--- src/sv/art_pkg.sv ---
// Shared types, constants and tables of the arc ring tessellator.
package art_pkg;

	localparam int ANGLE_BITS   = 16;
	localparam int COORD_BITS   = 16;
	localparam int PHASE_BITS   = 32;
	localparam int FRAC_BITS    = PHASE_BITS - ANGLE_BITS;
	localparam int CORDIC_ITERS = 24;
	localparam int XY_W         = 34;
	localparam int CFG_IDX_W    = 3;
	localparam int CFG_DATA_W   = 16;

	localparam logic signed [XY_W-1:0] CORDIC_GAIN = XY_W'(652032874);
	localparam logic [PHASE_BITS-1:0] EIGHTH_PHASE = 32'h2000_0000;

	typedef enum logic [CFG_IDX_W-1:0] {
		REG_CENTER_X   = 3'd0,
		REG_CENTER_Y   = 3'd1,
		REG_INNER_RAD  = 3'd2,
		REG_THICKNESS  = 3'd3,
		REG_SEG_COUNT  = 3'd4
	} cfg_reg_t;

	typedef struct packed {
		logic signed [ANGLE_BITS-1:0] start_angle;
		logic signed [ANGLE_BITS-1:0] end_angle;
	} in_item_t;

	typedef struct packed {
		logic signed [COORD_BITS-1:0] vertex_a_x;
		logic signed [COORD_BITS-1:0] vertex_a_y;
		logic signed [COORD_BITS-1:0] vertex_b_x;
		logic signed [COORD_BITS-1:0] vertex_b_y;
		logic signed [COORD_BITS-1:0] vertex_c_x;
		logic signed [COORD_BITS-1:0] vertex_c_y;
		logic                         last_triangle;
	} out_item_t;

	// Commands from the controller to the datapath.
	typedef struct packed {
		logic       load;
		logic       mul;
		logic       div_step;
		logic       phase_load;
		logic       cordic_step;
		logic       rot;
		logic       pt_mul;
		logic       pt_wr;
		logic       emit;
		logic       emit_half;
		logic       emit_last;
		logic       shift;
		logic [4:0] iter;
		logic [1:0] pt_sel;
		logic       second;
	} cmd_t;

	typedef struct packed {
		logic out_free;
	} sts_t;

	function automatic logic [PHASE_BITS-1:0] atan_phase(input logic [4:0] i);
		logic [PHASE_BITS-1:0] v;
		case (i)
			5'd0:    v = 32'd536870912;
			5'd1:    v = 32'd316933406;
			5'd2:    v = 32'd167458907;
			5'd3:    v = 32'd85004756;
			5'd4:    v = 32'd42667331;
			5'd5:    v = 32'd21354465;
			5'd6:    v = 32'd10679838;
			5'd7:    v = 32'd5340245;
			5'd8:    v = 32'd2670163;
			5'd9:    v = 32'd1335087;
			5'd10:   v = 32'd667544;
			5'd11:   v = 32'd333772;
			5'd12:   v = 32'd166886;
			5'd13:   v = 32'd83443;
			5'd14:   v = 32'd41722;
			5'd15:   v = 32'd20861;
			5'd16:   v = 32'd10430;
			5'd17:   v = 32'd5215;
			5'd18:   v = 32'd2608;
			5'd19:   v = 32'd1304;
			5'd20:   v = 32'd652;
			5'd21:   v = 32'd326;
			5'd22:   v = 32'd163;
			5'd23:   v = 32'd81;
			default: v = '0;
		endcase
		return v;
	endfunction

endpackage

--- src/sv/art_dp.sv ---
// Datapath: configuration, edge divider, CORDIC, point scaling and output register.
module art_dp #(
	parameter int MAX_SEGMENTS = 32,
	parameter int N_W          = 6,
	parameter int DIV_STEPS    = 38
) (
	input  logic                                clk,
	input  logic                                arst_n,
	input  logic                                cfg_we,
	input  logic [art_pkg::CFG_IDX_W-1:0]       cfg_idx,
	input  logic [art_pkg::CFG_DATA_W-1:0]      cfg_data,
	input  art_pkg::in_item_t                   in_data,
	input  art_pkg::cmd_t                       cmd,
	input  logic [N_W-1:0]                      k,
	output logic [N_W-1:0]                      seg_n,
	output art_pkg::sts_t                       sts,
	output logic                                out_valid,
	input  logic                                out_ready,
	output art_pkg::out_item_t                  out_data
);

	localparam int PROD_W = N_W + art_pkg::ANGLE_BITS;
	localparam int PW     = art_pkg::PHASE_BITS;
	localparam int XW     = art_pkg::XY_W;
	localparam int CW     = art_pkg::COORD_BITS;

	logic signed [15:0] cx_q, cy_q;
	logic [13:0]        ri_q, th_q;
	logic [5:0]         sc_q;

	always_ff @(posedge clk or negedge arst_n) begin
		if (!arst_n) begin
			cx_q <= '0;
			cy_q <= '0;
			ri_q <= '0;
			th_q <= '0;
			sc_q <= 6'd32;
		end else if (cfg_we) begin
			case (cfg_idx)
				art_pkg::REG_CENTER_X:  cx_q <= cfg_data;
				art_pkg::REG_CENTER_Y:  cy_q <= cfg_data;
				art_pkg::REG_INNER_RAD: ri_q <= cfg_data[13:0];
				art_pkg::REG_THICKNESS: th_q <= cfg_data[13:0];
				art_pkg::REG_SEG_COUNT: sc_q <= cfg_data[5:0];
				default: ;
			endcase
		end
	end

	always_comb begin
		if (sc_q == 6'd0)
			seg_n = N_W'(1);
		else if (sc_q > 6'(MAX_SEGMENTS))
			seg_n = N_W'(MAX_SEGMENTS);
		else
			seg_n = N_W'(sc_q);
	end

	// Arc request.
	logic signed [art_pkg::ANGLE_BITS-1:0] a0_q;
	logic                                  neg_q;
	logic [art_pkg::ANGLE_BITS-1:0]        absd_q;
	logic signed [art_pkg::ANGLE_BITS:0]   diff;

	assign diff = {in_data.end_angle[art_pkg::ANGLE_BITS-1], in_data.end_angle}
		- {in_data.start_angle[art_pkg::ANGLE_BITS-1], in_data.start_angle};

	always_ff @(posedge clk) begin
		if (cmd.load) begin
			a0_q   <= in_data.start_angle;
			neg_q  <= diff[art_pkg::ANGLE_BITS];
			absd_q <= diff[art_pkg::ANGLE_BITS] ? art_pkg::ANGLE_BITS'(-diff)
				: diff[art_pkg::ANGLE_BITS-1:0];
		end
	end

	// Restoring divider, one quotient bit a cycle.
	logic [DIV_STEPS-1:0] dvd_q;
	logic [N_W-1:0]       rem_q;
	logic [PROD_W-1:0]    prod;
	logic [N_W:0]         trial;
	logic                 ge;

	assign prod  = PROD_W'(k) * PROD_W'(absd_q);
	assign trial = {rem_q, dvd_q[DIV_STEPS-1]};
	assign ge    = trial >= {1'b0, seg_n};

	always_ff @(posedge clk) begin
		if (cmd.mul) begin
			dvd_q <= {prod, {art_pkg::FRAC_BITS{1'b0}}};
			rem_q <= '0;
		end else if (cmd.div_step) begin
			rem_q <= ge ? N_W'(trial - {1'b0, seg_n}) : trial[N_W-1:0];
			dvd_q <= {dvd_q[DIV_STEPS-2:0], ge};
		end
	end

	// Phase and CORDIC.
	logic [PW-1:0]        q32, off, ph, pe;
	logic [1:0]           quad_q;
	logic signed [PW-1:0] z_q, at;
	logic signed [XW-1:0] x_q, y_q, dx, dy;

	assign q32 = dvd_q[PW-1:0];
	assign off = neg_q ? (~q32 + 1'b1) : q32;
	assign ph  = {a0_q, {art_pkg::FRAC_BITS{1'b0}}} + off;
	assign pe  = ph + art_pkg::EIGHTH_PHASE;
	assign dx  = y_q >>> cmd.iter;
	assign dy  = x_q >>> cmd.iter;
	assign at  = $signed(art_pkg::atan_phase(cmd.iter));

	always_ff @(posedge clk) begin
		if (cmd.phase_load) begin
			quad_q <= pe[PW-1:PW-2];
			z_q    <= $signed({2'b00, pe[PW-3:0]}) - $signed(art_pkg::EIGHTH_PHASE);
			x_q    <= art_pkg::CORDIC_GAIN;
			y_q    <= '0;
		end else if (cmd.cordic_step) begin
			if (!z_q[PW-1]) begin
				x_q <= x_q - dx;
				y_q <= y_q + dy;
				z_q <= z_q - at;
			end else begin
				x_q <= x_q + dx;
				y_q <= y_q - dy;
				z_q <= z_q + at;
			end
		end
	end

	logic signed [PW-1:0] cos_q, sin_q, xs, ys;
	assign xs = x_q[PW-1:0];
	assign ys = y_q[PW-1:0];

	always_ff @(posedge clk) begin
		if (cmd.rot) begin
			case (quad_q)
				2'd0: begin cos_q <= xs;  sin_q <= ys;  end
				2'd1: begin cos_q <= -ys; sin_q <= xs;  end
				2'd2: begin cos_q <= -xs; sin_q <= -ys; end
				default: begin cos_q <= ys; sin_q <= -xs; end
			endcase
		end
	end

	// Point scaling: one radius by cos or sin, then round, offset and clamp.
	logic [14:0]             ro, rsel;
	logic signed [15:0]      rs;
	logic signed [PW+15:0]   pm_q, rnd;
	logic signed [17:0]      v;
	logic signed [19:0]      sum;
	logic signed [CW-1:0]    sat;
	logic signed [CW-1:0]    edge_q [8];

	assign ro   = {1'b0, ri_q} + {1'b0, th_q};
	assign rsel = cmd.pt_sel[1] ? ro : {1'b0, ri_q};
	assign rs   = $signed({1'b0, rsel});
	assign rnd  = pm_q + (PW+16)'(art_pkg::EIGHTH_PHASE);
	assign v    = rnd[47:30];
	assign sum  = cmd.pt_sel[0] ? (20'(cy_q) - 20'(v)) : (20'(cx_q) + 20'(v));

	always_comb begin
		if (sum > 20'sd32767)
			sat = 16'sh7FFF;
		else if (sum < -20'sd32768)
			sat = 16'sh8000;
		else
			sat = sum[CW-1:0];
	end

	always_ff @(posedge clk) begin
		if (cmd.pt_mul)
			pm_q <= rs * (cmd.pt_sel[0] ? sin_q : cos_q);
		if (cmd.pt_wr)
			edge_q[{cmd.second, cmd.pt_sel}] <= sat;
		else if (cmd.shift) begin
			edge_q[0] <= edge_q[4];
			edge_q[1] <= edge_q[5];
			edge_q[2] <= edge_q[6];
			edge_q[3] <= edge_q[7];
		end
	end

	// Output register.
	logic              out_valid_q;
	art_pkg::out_item_t out_q;

	always_ff @(posedge clk or negedge arst_n) begin
		if (!arst_n)
			out_valid_q <= 1'b0;
		else if (cmd.emit)
			out_valid_q <= 1'b1;
		else if (out_ready)
			out_valid_q <= 1'b0;
	end

	always_ff @(posedge clk) begin
		if (cmd.emit) begin
			out_q.vertex_a_x    <= cmd.emit_half ? edge_q[4] : edge_q[0];
			out_q.vertex_a_y    <= cmd.emit_half ? edge_q[5] : edge_q[1];
			out_q.vertex_b_x    <= edge_q[2];
			out_q.vertex_b_y    <= edge_q[3];
			out_q.vertex_c_x    <= cmd.emit_half ? edge_q[6] : edge_q[4];
			out_q.vertex_c_y    <= cmd.emit_half ? edge_q[7] : edge_q[5];
			out_q.last_triangle <= cmd.emit_last;
		end
	end

	assign out_valid    = out_valid_q;
	assign out_data     = out_q;
	assign sts.out_free = !out_valid_q || out_ready;

endmodule

--- src/sv/art_ctrl.sv ---
// Controller: sequences division, CORDIC, point scaling and triangle output per edge.
module art_ctrl #(
	parameter int N_W       = 6,
	parameter int DIV_STEPS = 38,
	parameter int CNT_W     = 6
) (
	input  logic           clk,
	input  logic           arst_n,
	input  logic           in_valid,
	output logic           in_ready,
	input  logic [N_W-1:0] seg_n,
	input  art_pkg::sts_t  sts,
	output art_pkg::cmd_t  cmd,
	output logic [N_W-1:0] k
);

	typedef enum logic [3:0] {
		S_IDLE, S_MUL, S_DIV, S_PHASE, S_CORDIC, S_ROT,
		S_PMUL, S_PWR, S_TRI0, S_TRI1, S_SHIFT
	} state_t;

	state_t         state_q;
	logic [N_W-1:0] k_q;
	logic [CNT_W-1:0] cnt_q;
	logic [1:0]     sel_q;
	logic           last_edge;

	assign last_edge = k_q == seg_n;

	always_ff @(posedge clk or negedge arst_n) begin
		if (!arst_n) begin
			state_q <= S_IDLE;
			k_q     <= '0;
			cnt_q   <= '0;
			sel_q   <= '0;
		end else begin
			case (state_q)
				S_IDLE: if (in_valid) begin
					k_q     <= '0;
					state_q <= S_MUL;
				end
				S_MUL: begin
					cnt_q   <= '0;
					state_q <= S_DIV;
				end
				S_DIV: begin
					cnt_q <= cnt_q + 1'b1;
					if (cnt_q == CNT_W'(DIV_STEPS - 1))
						state_q <= S_PHASE;
				end
				S_PHASE: begin
					cnt_q   <= '0;
					state_q <= S_CORDIC;
				end
				S_CORDIC: begin
					cnt_q <= cnt_q + 1'b1;
					if (cnt_q == CNT_W'(art_pkg::CORDIC_ITERS - 1))
						state_q <= S_ROT;
				end
				S_ROT: begin
					sel_q   <= '0;
					state_q <= S_PMUL;
				end
				S_PMUL: state_q <= S_PWR;
				S_PWR: begin
					sel_q <= sel_q + 1'b1;
					if (sel_q != 2'd3)
						state_q <= S_PMUL;
					else if (k_q == '0) begin
						k_q     <= N_W'(1);
						state_q <= S_MUL;
					end else
						state_q <= S_TRI0;
				end
				S_TRI0: if (sts.out_free) state_q <= S_TRI1;
				S_TRI1: if (sts.out_free) state_q <= S_SHIFT;
				S_SHIFT: begin
					if (last_edge)
						state_q <= S_IDLE;
					else begin
						k_q     <= k_q + 1'b1;
						state_q <= S_MUL;
					end
				end
				default: state_q <= S_IDLE;
			endcase
		end
	end

	always_comb begin
		cmd             = '0;
		cmd.load        = state_q == S_IDLE && in_valid;
		cmd.mul         = state_q == S_MUL;
		cmd.div_step    = state_q == S_DIV;
		cmd.phase_load  = state_q == S_PHASE;
		cmd.cordic_step = state_q == S_CORDIC;
		cmd.rot         = state_q == S_ROT;
		cmd.pt_mul      = state_q == S_PMUL;
		cmd.pt_wr       = state_q == S_PWR;
		cmd.emit        = (state_q == S_TRI0 || state_q == S_TRI1) && sts.out_free;
		cmd.emit_half   = state_q == S_TRI1;
		cmd.emit_last   = state_q == S_TRI1 && last_edge;
		cmd.shift       = state_q == S_SHIFT;
		cmd.iter        = cnt_q[4:0];
		cmd.pt_sel      = sel_q;
		cmd.second      = k_q != '0;
	end

	assign in_ready = state_q == S_IDLE;
	assign k        = k_q;

endmodule

--- src/sv/arc_ring_tessellator_top.sv ---
// Top level of the arc ring tessellator: controller, datapath and checks.
//
// An arc request (start and end binary angle) enters on the in channel as one
// valid/ready transaction. The ring sector between inner_radius and
// inner_radius + ring_thickness around the configured centre is cut into
// segment_count equal angular segments, and two triangles per segment leave on
// the out channel, one transaction each, the final one flagged last_triangle.
// Each of the n+1 segment edges costs one multiply, a one-bit-a-cycle
// restoring divide over DIV_STEPS dividend bits (38 at the default settings),
// a 24-iteration CORDIC and four shared-multiplier point evaluations, each a
// multiply then a clamped write; each segment then issues its triangle pair
// and shifts the edge registers. The divider and CORDIC loop take most of an
// arc's time. One arc is worked at a time; in_ready is high only between arcs.
// A stalled receiver holds the block at the next triangle; the finished
// triangle waits in the output register. Reset clears the controller, the
// output valid and the configuration (segment_count returns to 32). The
// configuration port takes one register write per cycle; the user must write
// it only when the block is idle, which the block itself does not enforce.
module arc_ring_tessellator_top #(
	parameter int MAX_SEGMENTS = 32
) (
	input  logic                            clk,
	input  logic                            arst_n,
	input  logic                            in_valid,
	output logic                            in_ready,
	input  art_pkg::in_item_t               in_data,
	output logic                            out_valid,
	input  logic                            out_ready,
	output art_pkg::out_item_t              out_data,
	input  logic                            cfg_we,
	input  logic [art_pkg::CFG_IDX_W-1:0]   cfg_idx,
	input  logic [art_pkg::CFG_DATA_W-1:0]  cfg_data
);

	// Segment count width, and the dividend width of the edge division:
	// the product k*|sweep| followed by the fractional phase bits.
	localparam int N_W       = $clog2(MAX_SEGMENTS + 1);
	localparam int DIV_STEPS = N_W + art_pkg::ANGLE_BITS + art_pkg::FRAC_BITS;
	localparam int CNT_W     = $clog2(DIV_STEPS + 1);

	art_pkg::cmd_t  cmd;
	art_pkg::sts_t  sts;
	logic [N_W-1:0] seg_n;
	logic [N_W-1:0] k;

	art_ctrl #(
		.N_W       (N_W),
		.DIV_STEPS (DIV_STEPS),
		.CNT_W     (CNT_W)
	) u_ctrl (
		.clk      (clk),
		.arst_n   (arst_n),
		.in_valid (in_valid),
		.in_ready (in_ready),
		.seg_n    (seg_n),
		.sts      (sts),
		.cmd      (cmd),
		.k        (k)
	);

	art_dp #(
		.MAX_SEGMENTS (MAX_SEGMENTS),
		.N_W          (N_W),
		.DIV_STEPS    (DIV_STEPS)
	) u_dp (
		.clk       (clk),
		.arst_n    (arst_n),
		.cfg_we    (cfg_we),
		.cfg_idx   (cfg_idx),
		.cfg_data  (cfg_data),
		.in_data   (in_data),
		.cmd       (cmd),
		.k         (k),
		.seg_n     (seg_n),
		.sts       (sts),
		.out_valid (out_valid),
		.out_ready (out_ready),
		.out_data  (out_data)
	);

	// An accepted arc keeps the input closed until its triangles are issued.
	a_busy_after_accept: assert property (@(posedge clk) disable iff (!arst_n)
		in_valid && in_ready |=> !in_ready)
		else $error("input accepted twice in a row");

	// The effective segment count always lies within the supported range.
	a_seg_range: assert property (@(posedge clk) disable iff (!arst_n)
		seg_n >= N_W'(1) && seg_n <= N_W'(MAX_SEGMENTS))
		else $error("segment count out of range");

	// A triangle is never loaded over one that the receiver has not taken.
	a_no_overwrite: assert property (@(posedge clk) disable iff (!arst_n)
		cmd.emit |-> !out_valid || out_ready)
		else $error("output register overwritten");

endmodule
--- config.mk ---
export PLATFORM = sky130hd
export DESIGN_NAME = arc_ring_tessellator_top
export DESIGN_NICKNAME = d
export VERILOG_FILES = /design/src/sv/art_pkg.sv /design/src/sv/art_dp.sv /design/src/sv/art_ctrl.sv /design/src/sv/arc_ring_tessellator_top.sv
export SDC_FILE = /design/constraint.sdc
export NUM_CORES = 2
export LEC_CHECK = 0
export ABC_AREA = 1
export BUFFER_PORTS_ARGS = -buffer_cell sky130_fd_sc_hd__clkbuf_2
export CORE_UTILIZATION = 30
export DETAILED_ROUTE_END_ITERATION = 8
export PLACE_DENSITY_LB_ADDON = 0.12
export SYNTH_ARGS = -nofsm -noshare
export SYNTH_HDL_FRONTEND = slang
export SYNTH_SLANG_ARGS = --single-unit
--- constraint.sdc ---
create_clock -name clk -period 11.3 [get_ports clk]
set_input_delay 1.695 -clock clk [delete_from_list [all_inputs] [get_ports clk]]
set_output_delay 1.695 -clock clk [all_outputs]
set_load 0.005 [all_outputs]
==> summary.md <==
| Metric | Value |
|---|---|
| Status | complete, no violations |
| Total track usage | 20.0% |
| Most common flop cell mapped by yosys | edfxtp_1 |
| Period utilization | 77.8% |
| FP Rows | 163 |
| Post-Route Skew | 0.0285 ns |
| IO Count | 155 |
| First-pass detailed-route iteration total | 6 |
| Count leader, synth | nand2_1 |
| Final Setup Violations | 0 |
| Post-synth top area cell | edfxtp_1 |
| GR Overflow Total | 0 |
| Std-Cell Core Area | 198000 um^2 |
| Nets | 8729 |
| Crit Path Max Fanout | 17 |
| Number of diodes | 0 |
| Via count | 51721 |
| Critical path type | reg2reg |
| Area Overhead vs Synth | 10.5% |
| Routing usage on met3 | 2.22% |
| Placed insts | 10360 |
| Largest net degree at the start of global routing | 72 |
| Worst Max-Slew Pin Slew | 1.16 ns |
| PnR worst setup slack | 2.51 ns |
| CP Data Required Time | 11.70 ns |
| GR Util met1 | 27.9% |
| DR WL/cell | 19.5 um |
| Die Span Y | 450 um |
| CP max stage cell | inv_2 |
| Cells after Synth | 7752 |
| Max-cap viol count | 0 |
| Postcts setup bufs | 0 |
| Data arrival, critical path | 9.19 ns |
| # H-tree levels | 3 |
| Clock sink count | 572 |
| DRC Markers | 0 |
| Synth top area share | 19.8% |
| Cell Count, Final, Fillers Out | 10500 |
| Syn nets | 8683 |
| Hold_buf cts | 0 |
| RSZ-0062 raised after global routing | false |
| Grt peak-use layer | met2 |
| Starting Density | 30.3% |
| Synth cell types | 73 |
| Post-synthesis sequential element count | 572 |
| Fin util | 33.5% |
| Crit-path most repeated cell | nand2_1 |
| Post-CTS resize count | 0 |
| First-pass GRT wire length | 316000 um |
| CTS tree | built |
| GPL Wtd Cong | 0.890 |
| Synthesized area per cell | 7.75 um^2 |
| CP endpoint kind | flip-flop |
| Number of global-route vias before repair | 52468 |
| Startpoint types | flip-flop |
| Slew margin rel. | 22.2% |
| Register area share after synthesis | 26.4% |
| Reg clk slew, reported paths | 0.06 ns |
| GRT met2 Usage | 32.8% |
| Clk Latency, worst-skew pair | 0.69 ns |
| Initial antenna violation count | 3 |
| Commonest cells post-synth | 1775 x nand2_1, 1229 x inv_1, 650 x nor2_1 |
| CTS Buffer Depth | 3 |
| Minimum clock period | 8.79 ns |
| Max incr delay on CP | 0.65 ns |
| Final hold viol count | 0 |
| CTS Root Cell | clkbuf_16 |
| Final Max Slew Viols | 0 |
| Die Width | 450 um |
| Fraction of layout cells with a size suffix above 1 | 7.47% |
| Fmax | 114 MHz |
| Die area | 202000 um^2 |
| Final ANT Viol Nets | 0 |
| Top post-synthesis cells by area | edfxtp_1 20%, fa_1 17%, nand2_1 11%, inv_1 7.7%, ha_1 7.4% |
| 1st-iter DRT viols | 3457 |
| Setup TNS | 0 ns |
| Mapped Area | 60100 um^2 |
| Avg Vias per Cell | 4.93 |
| CTS buffer count | 76 |
| Routed WL | 205000 um |
| I/O Buffers | 154 |
| Dpl hpwl | 161000 um |
| Post-synth EDFFs | 397 |
| Synth Warn # | 0 |
| Worst slack at placement | 2.58 ns |
| HP Class | reg2reg |
| Asr flop ratio synth | 14.9% |
kinds of logic after synthesis:
kind of cell	count (synthesis)	share of synthesized area, %
multiplexers	61	1.14
AO/OA/AOI/OAI	1207	11.3
AND/OR/NAND/NOR	3194	22.1
XOR/XNOR	299	4.36
buffers and inverters	1544	9.97
flip-flops	572	26.4
adder cells (fa/ha/maj)	875	24.7
registers in the layout (all words and copies together) (netlist names), 19 cells and up:
signal and cells:
u_dp.out_data 65, u_dp.x_q 34, u_dp.dvd_q 38, u_dp.y_q 34
u_dp.z_q 32, u_dp.sin_q 32, out_data 32, u_dp.cos_q 32
u_dp.edge_q 128, u_dp.pm_q 19
final cells by class:
type	instances	area, um^2
clock buffers	91	1990
clock inverters	49	633
fillers	21261	132000
inverters	1276	4790
multi-input cells	5636	38400
flip-flops and latches	572	15900
well taps	2640	3300
repair buffers	236	1390
final timing paths:
kind                                    to  slack [ns]         startpoint  cells past startpoint
max                          u_dp.pm_q[42]        2.51       u_dp.ri_q[2]                     35
min in group asynchronous   u_dp.out_valid        0.90             arst_n                      1
max in group asynchronous  u_ctrl.sel_q[0]        9.06             arst_n                      2
max reg2reg                  u_dp.pm_q[42]        2.51       u_dp.ri_q[2]                     35
min                           out_data[37]        0.42  u_dp.edge_q[3][4]                      0
min reg2reg                   out_data[37]        0.42  u_dp.edge_q[3][4]                      0
per-layer routing:
metal | wire length, um | vias to the layer above
met1 | 96900 | 25255
met5 | 0 | -
met2 | 94700 | 1072
li1 | - | 25177
met4 | 4680 | 0
met3 | 8360 | 217
stage by stage:
step	hold slack [ns]	area, um^2
6_report	0.418	66400
4_1_cts	0.418	66400
3_5_place_dp	0.406	63700
5_1_grt	0.424	66400
3_3_place_gp	0.401	63700
2_1_floorplan	0.400	60100
layout by cell type (no fill, tap or decap), drive strengths merged, types with 84 or more instances in the layout:
| master | count |
|---|---|
| nor3 | 87 |
| nand3 | 499 |
| clkbuf | 244 |
| inv | 1265 |
| dfxtp | 90 |
| ha | 356 |
| xor2 | 209 |
| o21ai | 538 |
| dfrtp | 84 |
| xnor2 | 90 |
| edfxtp | 397 |
| nor2 | 665 |
| nand2 | 1800 |
| fa | 519 |
| a21oi | 390 |
worst max-delay path, delay by kind of cell, from the launching register on:
kind / cells / cell delay, ns
compound gates: 9 / 1.63
xor+xnor: 2 / 0.34
buf+inv: 6 / 0.96
fa+ha+maj: 8 / 3.87
simple gates: 10 / 1.29
flops: 1 / 0.39
Power is not shown: default switching activity piles up to over one toggle a cycle in this logic, so the estimate is an artifact.
